`src/sv/saq_alu_pkg.sv`:
```
// ----------------------------------------------------------------------------
// saq_alu_pkg
// Opcodes, result types and helper functions for the saturating Q15/Q31 ALU.
// ----------------------------------------------------------------------------
package saq_alu_pkg;

    localparam int OP_W           = 5;
    localparam int DIV_W          = 15;
    localparam int DIV_STEPS_STG  = 5;

    typedef enum logic [OP_W-1:0] {
        OP_SATURATE  = 5'd0,
        OP_ADD       = 5'd1,
        OP_SUB       = 5'd2,
        OP_ABS_S     = 5'd3,
        OP_SHR       = 5'd4,
        OP_SHL       = 5'd5,
        OP_MULT      = 5'd6,
        OP_MULT_R    = 5'd7,
        OP_L_MULT    = 5'd8,
        OP_NEGATE    = 5'd9,
        OP_EXTRACT_H = 5'd10,
        OP_EXTRACT_L = 5'd11,
        OP_ROUND     = 5'd12,
        OP_L_MAC     = 5'd13,
        OP_L_MSU     = 5'd14,
        OP_L_ADD     = 5'd15,
        OP_L_SUB     = 5'd16,
        OP_L_NEGATE  = 5'd17,
        OP_L_SHL     = 5'd18,
        OP_L_SHR     = 5'd19,
        OP_L_ABS     = 5'd20,
        OP_L_DEP_H   = 5'd21,
        OP_L_DEP_L   = 5'd22,
        OP_NORM_S    = 5'd23,
        OP_NORM_L    = 5'd24,
        OP_DIV_S     = 5'd25,
        OP_CLR_OVF   = 5'd26
    } t_op;

    localparam logic signed [31:0] MAX32 = 32'sh7fffffff;
    localparam logic signed [31:0] MIN32 = 32'sh80000000;
    localparam logic signed [15:0] MAX16 = 16'sh7fff;
    localparam logic signed [15:0] MIN16 = 16'sh8000;

    typedef struct packed {
        logic        ovf;
        logic [31:0] val;
    } t_sat;

    typedef struct packed {
        logic [DIV_W-1:0] num;
        logic [DIV_W-1:0] quot;
    } t_div_st;

    function automatic t_sat sat16(input logic signed [32:0] x);
        t_sat r;
        r.ovf = 1'b0;
        if (x > 33'sd32767) begin
            r.ovf = 1'b1;
            r.val = {{16{1'b0}}, MAX16};
        end else if (x < -33'sd32768) begin
            r.ovf = 1'b1;
            r.val = {{16{1'b1}}, MIN16};
        end else begin
            r.val = {{16{x[15]}}, x[15:0]};
        end
        return r;
    endfunction

    function automatic t_sat sat32(input logic signed [32:0] x);
        t_sat r;
        r.ovf = 1'b0;
        if (x > 33'sd2147483647) begin
            r.ovf = 1'b1;
            r.val = MAX32;
        end else if (x < -33'sd2147483648) begin
            r.ovf = 1'b1;
            r.val = MIN32;
        end else begin
            r.val = x[31:0];
        end
        return r;
    endfunction

    // k >= 0 shifts right, k < 0 shifts left by -k
    function automatic t_sat shift16(input logic signed [15:0] v,
                                     input logic signed [16:0] k);
        t_sat               r;
        logic [3:0]         amt;
        logic signed [16:0] lft;
        logic signed [15:0] sh;
        logic signed [31:0] wide;
        r.ovf = 1'b0;
        lft   = -k;
        if (!k[16]) begin
            amt   = (k > 17'sd15) ? 4'd15 : k[3:0];
            sh    = v >>> amt;
            r.val = {{16{sh[15]}}, sh};
        end else if (lft > 17'sd15) begin
            if (v == 16'sd0) begin
                r.val = '0;
            end else begin
                r.ovf = 1'b1;
                r.val = v[15] ? {{16{1'b1}}, MIN16} : {{16{1'b0}}, MAX16};
            end
        end else begin
            wide = {{16{v[15]}}, v} <<< lft[3:0];
            if (wide > 32'sd32767 || wide < -32'sd32768) begin
                r.ovf = 1'b1;
                r.val = v[15] ? {{16{1'b1}}, MIN16} : {{16{1'b0}}, MAX16};
            end else begin
                r.val = wide;
            end
        end
        return r;
    endfunction

    function automatic t_sat shift32(input logic signed [31:0] v,
                                     input logic signed [16:0] k);
        t_sat               r;
        logic [4:0]         amt;
        logic [5:0]         lamt;
        logic signed [16:0] lft;
        logic signed [63:0] wide;
        r.ovf = 1'b0;
        lft   = -k;
        if (!k[16]) begin
            amt   = (k > 17'sd31) ? 5'd31 : k[4:0];
            r.val = v >>> amt;
        end else begin
            lamt = (lft > 17'sd32) ? 6'd32 : lft[5:0];
            wide = {{32{v[31]}}, v} <<< lamt;
            if (wide > 64'sh7fffffff || wide < -64'sh80000000) begin
                r.ovf = 1'b1;
                r.val = v[31] ? MIN32 : MAX32;
            end else begin
                r.val = wide[31:0];
            end
        end
        return r;
    endfunction

    function automatic logic [4:0] norm16(input logic [15:0] v);
        logic [15:0] x;
        logic [4:0]  cnt;
        x   = v[15] ? ~v : v;
        cnt = 5'd16;
        for (int i = 0; i < 16; i++) begin
            if (x[i]) cnt = 5'(15 - i);
        end
        return (v == '0) ? 5'd0 : 5'(cnt - 5'd1);
    endfunction

    function automatic logic [5:0] norm32(input logic [31:0] v);
        logic [31:0] x;
        logic [5:0]  cnt;
        x   = v[31] ? ~v : v;
        cnt = 6'd32;
        for (int i = 0; i < 32; i++) begin
            if (x[i]) cnt = 6'(31 - i);
        end
        return (v == '0) ? 6'd0 : 6'(cnt - 6'd1);
    endfunction

    // restoring divide, DIV_STEPS_STG (five) quotient bits per call
    function automatic t_div_st div_steps(input t_div_st s,
                                          input logic [DIV_W-1:0] den);
        t_div_st      r;
        logic [DIV_W:0] dbl;
        r = s;
        for (int i = 0; i < DIV_STEPS_STG; i++) begin
            dbl = {r.num, 1'b0};
            if (dbl >= {1'b0, den}) begin
                dbl    = dbl - {1'b0, den};
                r.quot = {r.quot[DIV_W-2:0], 1'b1};
            end else begin
                r.quot = {r.quot[DIV_W-2:0], 1'b0};
            end
            r.num = dbl[DIV_W-1:0];
        end
        return r;
    endfunction

endpackage

```
`src/sv/saq_div.sv`:
```
// ----------------------------------------------------------------------------
// saq_div
// Three-stage restoring divider for div_s, five quotient bits per stage.
// ----------------------------------------------------------------------------
module saq_div (
    input  logic                          i_clk,
    input  logic                          i_en,
    input  logic [saq_alu_pkg::DIV_W-1:0] i_num,
    input  logic [saq_alu_pkg::DIV_W-1:0] i_den,
    output logic [saq_alu_pkg::DIV_W-1:0] o_quot
);

    saq_alu_pkg::t_div_st          r_a_st, r_b_st, n_a_st, n_b_st, w_c_st, w_init;
    logic [saq_alu_pkg::DIV_W-1:0] r_a_den, r_b_den;

    always_comb begin
        w_init.num  = i_num;
        w_init.quot = '0;
        n_a_st      = saq_alu_pkg::div_steps(w_init, i_den);
        n_b_st      = saq_alu_pkg::div_steps(r_a_st, r_a_den);
        w_c_st      = saq_alu_pkg::div_steps(r_b_st, r_b_den);
    end

    always_ff @(posedge i_clk) begin
        if (i_en) begin
            r_a_st  <= n_a_st;
            r_a_den <= i_den;
            r_b_st  <= n_b_st;
            r_b_den <= r_a_den;
        end
    end

    assign o_quot = w_c_st.quot;

endmodule

```
`src/sv/saturating_q15_q31_alu.sv`:
```
// ----------------------------------------------------------------------------
// saturating_q15_q31_alu
// Saturating Q15/Q31 basic-operator ALU with sticky overflow.
// ----------------------------------------------------------------------------
// Takes one beat per cycle while the output is not stalled; each beat
// passes stage 1, 2 and 3 and the output register. Stage 1 registers the
// operands; stage 2 holds the adders, shifters, normalizers and the 16x16
// product; stage 3 finishes the multiply-based operations (mult, mult_r,
// L_mult, L_mac, L_msu); the output register applies the sticky overflow in
// beat order. div_s runs beside this as a 15-step restoring divider, five
// quotient bits in each of three stages. A stall on the output freezes the
// whole pipeline; o_stall follows i_stall only while a result is held.
// Sticky overflow is read out with each beat; opcode 26 clears it.
module saturating_q15_q31_alu (
    input  logic               i_clk,
    input  logic               i_rst_n,
    input  logic               i_valid,
    output logic               o_stall,
    input  logic [4:0]         i_req_type,
    input  logic signed [31:0] i_long_a,
    input  logic signed [31:0] i_long_b,
    input  logic signed [15:0] i_short_a,
    input  logic signed [15:0] i_short_b,
    output logic               o_valid,
    input  logic               i_stall,
    output logic signed [31:0] o_result_value,
    output logic               o_overflow_flag,
    output logic               o_domain_error
);

    logic w_adv;

    // stage 1: operands
    logic                  r_s1_valid;
    logic [4:0]            r_s1_op;
    logic signed [31:0]    r_s1_la, r_s1_lb;
    logic signed [15:0]    r_s1_sa, r_s1_sb;

    // stage 2
    logic                  r_s2_valid;
    logic [4:0]            r_s2_op;
    saq_alu_pkg::t_sat     r_s2_res, n_s2_res;
    logic signed [31:0]    r_s2_prod;
    logic signed [31:0]    r_s2_la;
    logic                  r_s2_derr, n_s2_derr;

    // stage 3
    logic                  r_s3_valid;
    logic [4:0]            r_s3_op;
    saq_alu_pkg::t_sat     r_s3_res, n_s3_res;
    logic                  r_s3_derr;

    // output
    logic                  r_o_valid;
    logic signed [31:0]    r_o_res, n_o_res;
    logic                  r_o_ovf, n_o_ovf;
    logic                  r_o_derr, n_o_derr;
    logic                  r_sticky, n_sticky;

    logic [saq_alu_pkg::DIV_W-1:0] w_quot;

    assign w_adv   = !(r_o_valid && i_stall);
    assign o_stall = r_o_valid && i_stall;

    // ---------------- stage 1 -> 2 ----------------
    logic signed [16:0] w_sb17;

    always_comb begin
        w_sb17    = {r_s1_sb[15], r_s1_sb};
        n_s2_res  = '0;
        n_s2_derr = 1'b0;
        case (r_s1_op)
            saq_alu_pkg::OP_SATURATE:
                n_s2_res = saq_alu_pkg::sat16({r_s1_la[31], r_s1_la});
            saq_alu_pkg::OP_ADD:
                n_s2_res = saq_alu_pkg::sat16(33'(r_s1_sa) + 33'(r_s1_sb));
            saq_alu_pkg::OP_SUB:
                n_s2_res = saq_alu_pkg::sat16(33'(r_s1_sa) - 33'(r_s1_sb));
            saq_alu_pkg::OP_ABS_S: begin
                if (r_s1_sa == saq_alu_pkg::MIN16)
                    n_s2_res.val = 32'(saq_alu_pkg::MAX16);
                else if (r_s1_sa[15])
                    n_s2_res.val = -32'(r_s1_sa);
                else
                    n_s2_res.val = 32'(r_s1_sa);
            end
            saq_alu_pkg::OP_SHR:
                n_s2_res = saq_alu_pkg::shift16(r_s1_sa, w_sb17);
            saq_alu_pkg::OP_SHL:
                n_s2_res = saq_alu_pkg::shift16(r_s1_sa, -w_sb17);
            saq_alu_pkg::OP_NEGATE: begin
                if (r_s1_sa == saq_alu_pkg::MIN16)
                    n_s2_res.val = 32'(saq_alu_pkg::MAX16);
                else
                    n_s2_res.val = -32'(r_s1_sa);
            end
            saq_alu_pkg::OP_EXTRACT_H:
                n_s2_res.val = {{16{r_s1_la[31]}}, r_s1_la[31:16]};
            saq_alu_pkg::OP_EXTRACT_L:
                n_s2_res.val = {{16{r_s1_la[15]}}, r_s1_la[15:0]};
            saq_alu_pkg::OP_ROUND: begin
                n_s2_res = saq_alu_pkg::sat32(33'(r_s1_la) + 33'sh8000);
                n_s2_res.val = {{16{n_s2_res.val[31]}}, n_s2_res.val[31:16]};
            end
            saq_alu_pkg::OP_L_ADD:
                n_s2_res = saq_alu_pkg::sat32(33'(r_s1_la) + 33'(r_s1_lb));
            saq_alu_pkg::OP_L_SUB:
                n_s2_res = saq_alu_pkg::sat32(33'(r_s1_la) - 33'(r_s1_lb));
            saq_alu_pkg::OP_L_NEGATE: begin
                if (r_s1_la == saq_alu_pkg::MIN32)
                    n_s2_res.val = saq_alu_pkg::MAX32;
                else
                    n_s2_res.val = -r_s1_la;
            end
            saq_alu_pkg::OP_L_SHL:
                n_s2_res = saq_alu_pkg::shift32(r_s1_la, -w_sb17);
            saq_alu_pkg::OP_L_SHR:
                n_s2_res = saq_alu_pkg::shift32(r_s1_la, w_sb17);
            saq_alu_pkg::OP_L_ABS: begin
                if (r_s1_la == saq_alu_pkg::MIN32)
                    n_s2_res.val = saq_alu_pkg::MAX32;
                else if (r_s1_la[31])
                    n_s2_res.val = -r_s1_la;
                else
                    n_s2_res.val = r_s1_la;
            end
            saq_alu_pkg::OP_L_DEP_H:
                n_s2_res.val = {r_s1_sa, 16'h0000};
            saq_alu_pkg::OP_L_DEP_L:
                n_s2_res.val = 32'(r_s1_sa);
            saq_alu_pkg::OP_NORM_S:
                n_s2_res.val = {27'd0, saq_alu_pkg::norm16(r_s1_sa)};
            saq_alu_pkg::OP_NORM_L:
                n_s2_res.val = {26'd0, saq_alu_pkg::norm32(r_s1_la)};
            saq_alu_pkg::OP_DIV_S:
                n_s2_derr = r_s1_sa[15] || r_s1_sb[15] || (r_s1_sb == 16'sd0)
                            || (r_s1_sa > r_s1_sb);
            default: n_s2_res = '0;  // multiply ops, clear, unused codes
        endcase
    end

    // ---------------- stage 2 -> 3 ----------------
    logic               w_lm_ovf;
    logic signed [31:0] w_lm;
    logic signed [32:0] w_prod33;

    always_comb begin
        w_prod33 = {r_s2_prod[31], r_s2_prod};
        w_lm_ovf = (r_s2_prod == 32'sh40000000);
        w_lm     = w_lm_ovf ? saq_alu_pkg::MAX32 : (r_s2_prod <<< 1);
        n_s3_res = r_s2_res;
        case (r_s2_op)
            saq_alu_pkg::OP_MULT:
                n_s3_res = saq_alu_pkg::sat16(w_prod33 >>> 15);
            saq_alu_pkg::OP_MULT_R:
                n_s3_res = saq_alu_pkg::sat16((w_prod33 + 33'sh4000) >>> 15);
            saq_alu_pkg::OP_L_MULT: begin
                n_s3_res.val = w_lm;
                n_s3_res.ovf = w_lm_ovf;
            end
            saq_alu_pkg::OP_L_MAC: begin
                n_s3_res     = saq_alu_pkg::sat32(33'(r_s2_la) + 33'(w_lm));
                n_s3_res.ovf = n_s3_res.ovf | w_lm_ovf;
            end
            saq_alu_pkg::OP_L_MSU: begin
                n_s3_res     = saq_alu_pkg::sat32(33'(r_s2_la) - 33'(w_lm));
                n_s3_res.ovf = n_s3_res.ovf | w_lm_ovf;
            end
            default: n_s3_res = r_s2_res;
        endcase
    end

    // ---------------- stage 3 -> output ----------------
    always_comb begin
        n_o_res  = r_s3_res.val;
        n_o_derr = 1'b0;
        n_sticky = r_sticky | r_s3_res.ovf;
        if (r_s3_op == saq_alu_pkg::OP_DIV_S) begin
            n_o_derr = r_s3_derr;
            n_o_res  = r_s3_derr ? 32'sd0 : {17'd0, w_quot};
            n_sticky = r_sticky;
        end else if (r_s3_op == saq_alu_pkg::OP_CLR_OVF) begin
            n_sticky = 1'b0;
        end
        n_o_ovf = n_sticky;
    end

    saq_div u_div (
        .i_clk  (i_clk),
        .i_en   (w_adv),
        .i_num  (r_s1_sa[saq_alu_pkg::DIV_W-1:0]),
        .i_den  (r_s1_sb[saq_alu_pkg::DIV_W-1:0]),
        .o_quot (w_quot)
    );

    // control
    always_ff @(posedge i_clk) begin
        if (!i_rst_n) begin
            r_s1_valid <= 1'b0;
            r_s2_valid <= 1'b0;
            r_s3_valid <= 1'b0;
            r_o_valid  <= 1'b0;
            r_sticky   <= 1'b0;
        end else if (w_adv) begin
            r_s1_valid <= i_valid;
            r_s2_valid <= r_s1_valid;
            r_s3_valid <= r_s2_valid;
            r_o_valid  <= r_s3_valid;
            if (r_s3_valid) r_sticky <= n_sticky;
        end
    end

    // payload
    always_ff @(posedge i_clk) begin
        if (w_adv) begin
            r_s1_op   <= i_req_type;
            r_s1_la   <= i_long_a;
            r_s1_lb   <= i_long_b;
            r_s1_sa   <= i_short_a;
            r_s1_sb   <= i_short_b;
            r_s2_op   <= r_s1_op;
            r_s2_res  <= n_s2_res;
            r_s2_derr <= n_s2_derr;
            r_s2_prod <= 32'(r_s1_sa) * 32'(r_s1_sb);
            r_s2_la   <= r_s1_la;
            r_s3_op   <= r_s2_op;
            r_s3_res  <= n_s3_res;
            r_s3_derr <= r_s2_derr;
            r_o_res   <= n_o_res;
            r_o_ovf   <= n_o_ovf;
            r_o_derr  <= n_o_derr;
        end
    end

    assign o_valid         = r_o_valid;
    assign o_result_value  = r_o_res;
    assign o_overflow_flag = r_o_ovf;
    assign o_domain_error  = r_o_derr;

endmodule
```
`config.mk`:
```
export PLATFORM = sky130hd
export DESIGN_NAME = saturating_q15_q31_alu
export DESIGN_NICKNAME = d
export VERILOG_FILES = /design/src/sv/saq_alu_pkg.sv /design/src/sv/saq_div.sv /design/src/sv/saturating_q15_q31_alu.sv
export SDC_FILE = /design/constraint.sdc
export NUM_CORES = 2
export LEC_CHECK = 0
export BUFFER_PORTS_ARGS = -buffer_cell sky130_fd_sc_hd__buf_4
export CAP_MARGIN = 25
export CORE_MARGIN = 2
export CORE_UTILIZATION = 45
export CTS_CLUSTER_SIZE = 25
export DETAILED_ROUTE_END_ITERATION = 7
export HOLD_SLACK_MARGIN = 0.15
export PLACE_DENSITY = 0.57
export SLEW_MARGIN = 0
export SYNTH_ARGS = -nofsm -noshare
export SYNTH_HDL_FRONTEND = slang
export SYNTH_SLANG_ARGS = --single-unit
```
`constraint.sdc`:
```
create_clock -name i_clk -period 54.8 [get_ports i_clk]
set_input_delay 10.96 -clock i_clk [delete_from_list [all_inputs] [get_ports i_clk]]
set_output_delay 10.96 -clock i_clk [all_outputs]
set_load 0.05 [all_outputs]
```
==> reports/qor.yml <==
status: "complete, but fails checks"
failed_checks: "DRC"
skew_ns: 0.08456
period_needed_ns: 23.02
fp.dieH_um: 374.8
clkSlewWorstSetupHoldPaths_ns: 0.06
synth_top_family_by_area: "compound AO/OA/AOI/OAI gates"
max_slew_margin_pct: 21.27
dr.pass1.iters: 8
cts.path.max_buffers: 3
synth_seq_cells: 357
worstHoldPathType: "register to register"
gr-usage-all-layers_pct: 39.46
drive_gt1_share_pct: 8.939
synth_mux_area_share_pct: 6.442
core_sq_um: 137000
synth-adder-area-share_pct: 19.14
synthSimpleGateAreaFrac_pct: 19.14
clkLatencyLatePin_ns: 0.69
wl_per_cell_um: 29.37
synth.cell_area_sq_um: 61880
worst_pin_slew_ns: 1.169
cap_violations: 0
cts_hold_buf: 0
setup_violations: 0
start_util_pct: 45.17
fmax_mhz: 43.43
dr.first_iter.drc_count: 8852
synth_area_per_cell_sq_um: 7.676
synthFlopType: "edfxtp_1"
yosysWarnings: 0
final-hold-violation-count: 0
syn_inst: 8061
vias: 65800
cts_root_buffer: "clkbuf_16"
gr-total-overflow: 0
routabilityCongestion: 1.036
drtAntennaViolNets: 0
post_cts_buffers: 0
place_hpwl_um: 213300
crit_path_end_kind: "output pin"
rsz0062_at_grt: "no"
critPathMaxFanout: 52
routed_wirelength_um: 287200
fin_tns_setup_ns: 0
worstPathArrival_ns: 12.06
holdWs_ns: 0.4409
final_nets: 8828
seq_area_frac_synth_pct: 17.24
rows: 136
fp.dieArea_sq_um: 140500
htree_levels: 2
synthDistinctLibCells: 116
worst_setup_path_start_kind: "input port"
avgViaCountPerCell: 6.729
antenna_found_initial: 24
slew_viol_final: 0
io_buffer_count: 140
grt_pass1_wl_um: 417800
cts_tree: "yes"
synth_compound_area_share_pct: 27.59
cts_resized: 0
die_x_um: 374.8
worstSetupPathType: "input port to output pin"
synth-edff-count: 352
fin_cells: 9778
fin_crit_sh_pct: 42.02
synth-async-reset-ratio_pct: 0
syn_to_final_growth_pct: 7.718
cts_buffers: 46
grt_max_degree: 71
num_io_pins: 141
drc: 22
synth-xor-area-share_pct: 3.397
grt_pass1_vias: 61730
cp_data_required_time_ns: 43.84
final_util_pct: 48.66
dp.cells: 9678
syn-num-nets: 8950
cts_sinks: 357
## registers in the layout (all words and copies together) (netlist names), 5 cells and up
| register | flops |
|---|---|
| r_s2_la | 32 |
| r_s1_sa | 16 |
| r_s3_op | 5 |
| r_s2_res | 33 |
| r_s1_lb | 32 |
| r_s3_res | 33 |
| r_s2_prod | 32 |
| u_div.r_b_st | 25 |
| u_div.r_a_st | 20 |
| u_div.r_b_den | 15 |
| r_s1_la | 32 |
| r_s2_op | 5 |
| r_s1_op | 5 |
| u_div.r_a_den | 15 |
| o_result_value | 32 |
| r_s1_sb | 16 |
## worst max-delay path, cell delays in order
cell and delay, ns:
buf_4 0.12, nand2_4 0.50, inv_1 0.23, buf_4 0.25
## stage by stage
step / worst slack [ns] / cell area, sq um
after floorplan: 22.53 / 61880
after global placement: 31.79 / 64990
after detailed placement: 31.75 / 65040
after CTS: 31.75 / 66580
after global routing: 31.67 / 66630
final: 31.78 / 66650
## cell type report
class | count | area [sq um]
inverter | 591 | 2218
tap | 1794 | 2245
multi-input combinational | 6562 | 47110
clock buffer | 53 | 1177
sequential | 357 | 10670
clock inverter | 32 | 361.6
fill | 13630 | 70330
timing repair buffer | 381 | 2855
antenna | 8 | 20.02
## placed cells by master (no fill, tap or decap), types with 93 or more instances in the layout
cell type and n:
xnor2_1 163, a21o_1 137, edfxtp_1 352, nand2_1 831, mux2_2 112, mux2i_1 261, nor3_1 176, fa_1 271
a21oi_1 694, and2_1 93, nor2_1 759, nand3_1 181, ha_1 512, o21ai_0 527, buf_4 376, a211oi_1 100
inv_1 575
## cell usage after synthesis, types with 137 or more instances
cell type  count  area [sq um]
a21o_1       137          1028
nor2_1       766          2875
xnor2_1      167          1463
ha_1         513          6419
clkbuf_1     449          1685
o21ai_0      528          2643
a21oi_1      694          3473
nand2_1      833          3127
edfxtp_1     352         10570
mux2i_1      261          2613
nand3_1      181         905.9
inv_1        576          2162
nor3_1       178         890.9
fa_1         271          5425
## metal layers
metal	share of wire, %	GRT usage (%)	vias to the layer above
met5	0.11	0.4117	-
met4	6.4	21.62	20
met3	11	9.309	933
met2	41	57.33	4065
met1	41	53.73	31640
li1	-	-	29140
## cells by family after synthesis
logic type               after synthesis
AO/OA/AOI/OAI                       2592
XOR/XNOR                             240
adder cells (fa/ha/maj)              784
buffers and inverters               1142
flip-flops                           357
multiplexers                         378
AND/OR/NAND/NOR                     2568
## worst paths after layout
path / cells after the start / start / end / slack [ns]
max: 4 / i_stall / o_stall / 31.78
max reg2reg: 78 / r_s1_sb[5]$_DFFE_PN_ / u_div.r_a_st[28]$_DFFE_PN_ / 35.70
min reg2reg: 0 / r_s2_derr$_SDFFCE_PP0N_ / r_s3_derr$_DFFE_PN_ / 0.44
min: 0 / r_s2_derr$_SDFFCE_PP0N_ / r_s3_derr$_DFFE_PN_ / 0.44
Power is left out: the tool's default activity adds up to more than one toggle a clock period on the data nets, which glitch-free logic cannot reach.
